### src/rtl/core/frame_average_bad_reject_assert.svh
// Assertion helpers used by the frame averager RTL (frame_average_bad_reject.sv).
`ifndef FRAME_AVERAGE_BAD_REJECT_ASSERT_SVH
`define FRAME_AVERAGE_BAD_REJECT_ASSERT_SVH

// Consequent must hold in the same cycle as the antecedent.
`define FAB_ASSERT_NOW(lbl, clk, rst_n, ante, cons, msg) \
    lbl: assert property (@(posedge clk) disable iff (!(rst_n)) (ante) |-> (cons)) \
        else $error(msg);

// Consequent must hold in the cycle after the antecedent.
`define FAB_ASSERT_NEXT(lbl, clk, rst_n, ante, cons, msg) \
    lbl: assert property (@(posedge clk) disable iff (!(rst_n)) (ante) |=> (cons)) \
        else $error(msg);

`endif

### src/rtl/core/fab_pkg.sv
package fab_pkg;

    localparam int MAX_ELEMENTS_DEF = 1024;
    localparam int SAMPLE_WIDTH_DEF = 32;

    localparam int SUM_W = 48;
    localparam int CNT_W = 16;
    localparam int AVG_W = 32;
    localparam int CFG_W = 32;
    localparam int CFG_ADDR_W = 3;
    localparam int EPF_W = 11;
    localparam int WIN_W = 16;

    localparam logic [CNT_W-1:0] CNT_MAX = '1;

    localparam logic [CFG_ADDR_W-1:0] REG_ELEMENTS = 3'd0;
    localparam logic [CFG_ADDR_W-1:0] REG_WINDOW   = 3'd1;
    localparam logic [CFG_ADDR_W-1:0] REG_START    = 3'd2;
    localparam logic [CFG_ADDR_W-1:0] REG_WHOLE    = 3'd3;
    localparam logic [CFG_ADDR_W-1:0] REG_BAD      = 3'd4;

    typedef enum logic [1:0] {
        ST_IDLE,
        ST_CALC,
        ST_DIV,
        ST_DONE
    } fab_state_t;

endpackage

### src/rtl/core/fab_div.sv
module fab_div (
    input  logic                         aclk,
    input  logic                         aresetn,
    input  logic                         start,
    input  logic [fab_pkg::SUM_W-1:0]    dividend,
    input  logic [fab_pkg::CNT_W-1:0]    divisor,
    output logic                         done,
    output logic [fab_pkg::SUM_W-1:0]    quotient
);

    localparam int STEP_W = $clog2(fab_pkg::SUM_W);
    localparam logic [STEP_W-1:0] LAST_STEP = STEP_W'(fab_pkg::SUM_W - 1);

    logic                        busy_reg, busy_next;
    logic [STEP_W-1:0]           step_reg, step_next;
    logic [fab_pkg::CNT_W-1:0]   rem_reg, rem_next;
    logic [fab_pkg::SUM_W-1:0]   quo_reg, quo_next;
    logic [fab_pkg::CNT_W-1:0]   dvs_reg, dvs_next;
    logic [fab_pkg::CNT_W:0]     trial;
    logic                        fits;

    // One quotient bit per cycle, restoring division.
    always_comb begin
        trial = {rem_reg, quo_reg[fab_pkg::SUM_W-1]};
        fits = trial >= {1'b0, dvs_reg};
        busy_next = busy_reg;
        step_next = step_reg;
        rem_next = rem_reg;
        quo_next = quo_reg;
        dvs_next = dvs_reg;
        if (start) begin
            busy_next = 1'b1;
            step_next = '0;
            rem_next = '0;
            quo_next = dividend;
            dvs_next = divisor;
        end else if (busy_reg) begin
            rem_next = fits ? fab_pkg::CNT_W'(trial - {1'b0, dvs_reg})
                            : trial[fab_pkg::CNT_W-1:0];
            quo_next = {quo_reg[fab_pkg::SUM_W-2:0], fits};
            step_next = step_reg + 1'b1;
            if (step_reg == LAST_STEP) begin
                busy_next = 1'b0;
            end
        end
    end

    always_ff @(posedge aclk) begin
        if (!aresetn) begin
            busy_reg <= 1'b0;
        end else begin
            busy_reg <= busy_next;
        end
        step_reg <= step_next;
        rem_reg <= rem_next;
        quo_reg <= quo_next;
        dvs_reg <= dvs_next;
    end

    assign done = busy_reg && (step_reg == LAST_STEP);
    assign quotient = quo_reg;

endmodule

### config.mk
export PLATFORM = sky130hd
export DESIGN_NAME = fab_div
export DESIGN_NICKNAME = d
export VERILOG_FILES = /design/src/rtl/core/frame_average_bad_reject_assert.svh /design/src/rtl/core/fab_pkg.sv /design/src/rtl/core/fab_div.sv
export SDC_FILE = /design/constraint.sdc
export NUM_CORES = 1
export LEC_CHECK = 0
export ABC_AREA = 1
export BUFFER_PORTS_ARGS = -buffer_cell sky130_fd_sc_hd__buf_2
export CAP_MARGIN = 0
export CORE_MARGIN = 2
export CORE_UTILIZATION = 58
export CTS_BUF_LIST = sky130_fd_sc_hd__clkbuf_16
export CTS_CLUSTER_DIAMETER = 100
export CTS_CLUSTER_SIZE = 40
export DETAILED_ROUTE_END_ITERATION = 8
export PLACE_DENSITY = 0.89
export SLEW_MARGIN = 30
export SYNTH_ARGS = -nofsm -noshare
export SYNTH_HDL_FRONTEND = slang
export SYNTH_SLANG_ARGS = --single-unit
### constraint.sdc
create_clock -name aclk -period 7.2 [get_ports aclk]
set_clock_uncertainty 0.15 [all_clocks]
set_input_delay 1.44 -clock aclk [delete_from_list [all_inputs] [get_ports aclk]]
set_output_delay 1.44 -clock aclk [all_outputs]
set_load 0.1 [all_outputs]
# Word-level counts from Yosys, hierarchy flattened
# Index checks and enable logic that the tools add are counted.
[word_totals]
reg_bits = 87
ramBits = 0
romBits = 0
elab_cells = 17
memories = 0
output_inout_bits = 49
latchBits = 0
in_bits = 67
[op_classes]
n_reduce_logical = 2
n_bitwise = 0
n_shift = 0
mux = 6
n_eq_ne = 1
div_mod_pow = 0
n_mul = 0
order_cmp = 1
add_sub_neg = 2
[op_table]
columns = ["op", "count"]
rows = [
  ["$mux 48", 2],
  ["$ge 17x16->1", 1],
  ["$mux 16", 1],
  ["$sub 16x16->16", 1],
  ["$add 6x1->6 const B", 1],
  ["$eq 6x6->1 const B", 1],
  ["$mux 1", 3],
  ["$reduce_bool 2->1", 1],
  ["$logic_and 1x1->1", 1],
]

# Depth between registers and ports, before layout
[depth]
ltp_word = 4
ltp_mapped = 15
depth_no_buf = 14

# Worst setup path after synthesis
# No wires, ideal clock.
[synth_path]
path_kind = "reg-to-output"
start = "register step_reg[1]"
end = "output port done"
n_path_buf = 0
path_stages_with_launch = 7
setup_slack_ps = 3316
arrival_ps = 2294
required_ps = 5610
path_cell_list = "dfxtp_1 > ha_1 > nand2_1 > nor2_1 > nand2_1 > or2_2 > nor2_1"
[synth_via]
elab_chain_len = 2
[synth_lines]
columns = ["item", "line_no", "source"]
rows = [
  ["from (decl)", "fab_div.sv:15", "logic [STEP_W-1:0] step_reg, step_next;"],
  ["from (signal assigned)", "fab_div.sv:54", "step_reg <= step_next;"],
  ["$eq 6x6->1", "fab_div.sv:60", "assign done = busy_reg && (step_reg == LAST_STEP);"],
  ["$logic_and 1x1->1", "fab_div.sv:60", ""],
  ["to (decl)", "fab_div.sv:7", "output logic done,"],
]
# Every way passes these cells.

# Worst setup path after layout
[layout_path]
start = "input port start"
end = "register quo_reg (netlist bit quotient[10]), enable pin"
[layout_via]
elab_chain_len = 1
[layout_lines]
columns = ["item", "line_no", "source"]
rows = [
  ["from (decl)", "fab_div.sv:4", "input logic start,"],
  ["$reduce_bool 2->1 (no line)", "--", ""],
  ["to (signal assigned)", "fab_div.sv:56", "quo_reg <= quo_next;"],
  ["to (decl)", "fab_div.sv:17", "logic [fab_pkg::SUM_W-1:0] quo_reg, quo_next;"],
]
# Every way passes these cells.
# A chain may end at the register's enable or synchronous reset.

==> qor.log <==
[layout] area occupied by registers 2380 um2
[setup_path] signal arrival time at the worst endpoint 3.46 ns
[synth] post-synthesis sequential area ratio 50.1%
[setup_path] cell depth of the worst flop-to-flop path 2
[layout] combined area of the multi-input logic cells 2030 um2
[route] total wire length after detailed routing 12100 um
[min_path] Tightest Hold Check Type register to register
[clocking] # hold bufs at CTS 0
[sta] unrepaired setup endpoints after global routing no
[clocking] sink count of the clock tree 87
[route] vias post-DR 4395
[clocking] insertion delay to the later sink of the worst-skew pair 0.33 ns
[pwr] Leakage 3.00 nW
[global_route] largest net degree at the start of global routing 71
[clocking] PostCTS Resize Cnt 0
[pwr] Power Dens Cells 255 nW/um2
[synth] Syn Nets 664
[setup_path] nature of the critical path endpoint register
[synth] post-synthesis cell count 579
[clocking] number of buffers on the longest clock path 2
[setup_path] total buffers and inverters traversed by the critical path 3
[clocking] post-CTS clock slew at the launch and capture registers of the worst setup and hold paths 0.06 ns
[synth] most frequently used flop master after synthesis sky130_fd_sc_hd__edfxtp_1
[route] Routed Antenna Nets 0
[setup_path] register-to-register setup slack 4.66 ns
[clocking] CTS tree built
[floorplan] die boundary height 94.6 um
[route] first-pass iteration count of the detailed router 6
[setup_path] startpoint type of the worst setup path input port
[setup_path] Critical Path Max Stage Delay 0.87 ns
[sta] maximum clock rate 264 MHz
[global_route] aggregate global-route resource usage 27.4%
[floorplan] floorplan core area 8090 um2
[setup_path] worst r2r dst quotient[10]$_DFFE_PP_
[setup_path] largest fanout on the critical path 70
[clocking] H-tree lvl count 3
[route] vias per cell 5.49
[synth] Synth Cell Area 4760 um2
[route] initial DRC count 348
[sta] ratio of final minimum period to clock period 52.6%
[place] sum of net half-perimeters after detailed placement 8320 um
[sta] final count of hold timing violations 0
[setup_path] CP delay by family, top buffers and inverters
[synth] number of synthesis warnings 0
[floorplan] Die Wd 94.6 um
[setup_path] cell with the biggest individual delay on the critical path sky130_fd_sc_hd__clkinv_2
[global_route] remaining global-route overflow 0
[layout] number of filler instances in the final layout 563
[sta] final period demand of the worst path 3.79 ns
[sta] actual slew at the worst max-slew pin 0.847 ns
[setup_path] critical path, cell by cell buf_2 > buf_4 > nor2_2 > clkinv_2
[layout] most frequent cells in the layout 274 x sky130_fd_sc_hd__nand2_1, 115 x sky130_fd_sc_hd__buf_2, 64 x sky130_fd_sc_hd__edfxtp_1, 59 x sky130_fd_sc_hd__inv_1, 24 x sky130_fd_sc_hd__nand3_1
[layout] net count reported at finish 775
[synth] fraction of registers with async set or reset after synthesis 0%
[sta] Final setup viols 0
[min_path] origin of the worst min-delay path rem_reg[5]$_SDFFE_PP0P_
[sta] Fin Setup TNS 0 ns
[place] placer's final routability congestion estimate 0.967
[sta] worst slew margin relative to its limit 43.6%
[status] outcome completed
[route] Avg WL per Cell 15.1 um
[place] Placed Instance Area 5380 um2
[clocking] number of buffers created by CTS 9
[global_route] wire length of the first global-routing pass 18800 um
[route] DR DRC count 0
[pwr] worst voltage drop across the vdd grid 0.191 mV
[layout] max FFs per register 48
[setup_path] worst setup path class input port to register
[synth] number of synthesized flops with an enable pin 64
[sta] total count of max-transition violations in the final report 0
[floorplan] Initial Utilization 58.8%
[setup_path] Crit Reg-Reg Startpoint busy_reg$_SDFF_PN0_
[layout] most common cell after layout, fill and taps aside sky130_fd_sc_hd__nand2_1
[synth] mean instance size in the synthesized netlist 8.21 um2
[floorplan] area enclosed by the die boundary 8940 um2
[job] number of maximum-capacitance violations 0
[layout] post-route standard cell area excluding fillers 5690 um2
[setup_path] Critical path origin start
[min_path] cell count of the worst hold path 2
[layout] area added between synthesis and finish 19.7%
[floorplan] floorplan row count 33
[place] count of buffers from port buffering 115
[min_path] end of the worst hold path rem_reg[5]$_SDFFE_PP0P_
[layout] antenna diode instance count 0
[layout] layout cells sized above 1 23.7%
[global_route] number of global-route vias before repair 4040
[synth] number of distinct library cell variants in the gate-level netlist after synthesis 38
[floorplan] number of top-level design ports 116
[setup_path] required time at the worst-slack endpoint 6.87 ns
[global_route] initial antenna violation count 0
[clocking] buffers inserted during post-CTS setup optimization 0
[synth] register bit count reported by yosys 87
[clocking] library cell used as clock root buffer sky130_fd_sc_hd__clkbuf_16
[worst max path at each step]
stage                                  end  slack (ns)  depth (start not counted)
global route        quotient[13]$_DFFE_PP_        3.22                          4
finish              quotient[10]$_DFFE_PP_        3.41                          4
floorplan                             done        3.32                          6
detailed placement     busy_reg$_SDFF_PN0_        3.34                          6
global placement    quotient[18]$_DFFE_PP_        3.13                          4
CTS                                   done        3.52                          7
[worst register-to-register path, cell delays in order (launching register included)]
cell	delay, ns
sky130_fd_sc_hd__dfxtp_1	0.36
sky130_fd_sc_hd__nor2_2	0.62
sky130_fd_sc_hd__clkinv_2	0.87
[Yosys cell counts (5+ instances only)]
library cell / n / area share, %
sky130_fd_sc_hd__a21oi_1: 12 / 1.3
sky130_fd_sc_hd__clkbuf_1: 11 / 0.87
sky130_fd_sc_hd__dfxtp_1: 23 / 9.7
sky130_fd_sc_hd__edfxtp_1: 64 / 40
sky130_fd_sc_hd__ha_1: 17 / 4.5
sky130_fd_sc_hd__inv_1: 60 / 4.7
sky130_fd_sc_hd__nand2_1: 274 / 22
sky130_fd_sc_hd__nand2_2: 14 / 1.8
sky130_fd_sc_hd__nand3_1: 24 / 2.5
sky130_fd_sc_hd__nand3b_1: 17 / 2.7
sky130_fd_sc_hd__nor2_1: 12 / 0.95
sky130_fd_sc_hd__nor3_1: 6 / 0.63
sky130_fd_sc_hd__xnor2_1: 5 / 0.92
[kinds of logic (layout without fill, tap and decap cells)]
group	count (synthesis)	after routing	synth area share, %
AO/OA/AOI/OAI	21	21	2.76
XOR/XNOR	6	6	1.10
adder cells (fa/ha/maj)	18	18	4.89
buffers and inverters	82	198	7.31
flip-flops	87	87	50.1
AND/OR/NAND/NOR	365	365	33.8
[routing by layer]
layer  vias to the layer above  global-route usage, %  share of wire, %
met5                         -                      0                 0
met2                       280                   47.4                50
met4                         0                   11.1               2.5
met3                        38                   6.15               9.6
li1                       2063                      -                 -
met1                      2014                   33.1                38
[power breakdown]
part / internal (mW) / total [mW] / switching [mW]
clock network: 0.301 / 0.484 / 0.183
logic: 0.0626 / 0.358 / 0.295
registers: 0.585 / 0.608 / 0.0229
total: 0.949 / 1.45 / 0.501
[metrics by stage]
step | hold slack (ns) | util, % | setup WS (ns) | cells | total power [mW]
finish | 0.326 | 70.3 | 3.41 | 800 | 1.45
global route | 0.345 | 70.3 | 3.22 | 800 | 1.49
CTS | 0.322 | 70.3 | 3.52 | 800 | 1.45
detailed placement | 0.311 | 66.5 | 3.34 | 784 | 0.969
global placement | 0.309 | 66.4 | 3.13 | 784 | 0.961
floorplan | 0.294 | - | 3.32 | 579 | 0.897
[cell type report]
type,instances,share of cell area (%)
sequential,87,41.8
multi-input combinational,410,35.7
timing repair buffer,117,10.4
inverter,65,4.31
clock buffer,9,3.96
tap,105,2.31
clock inverter,7,1.54
Note: power is estimated with default switching activity, not from simulation.
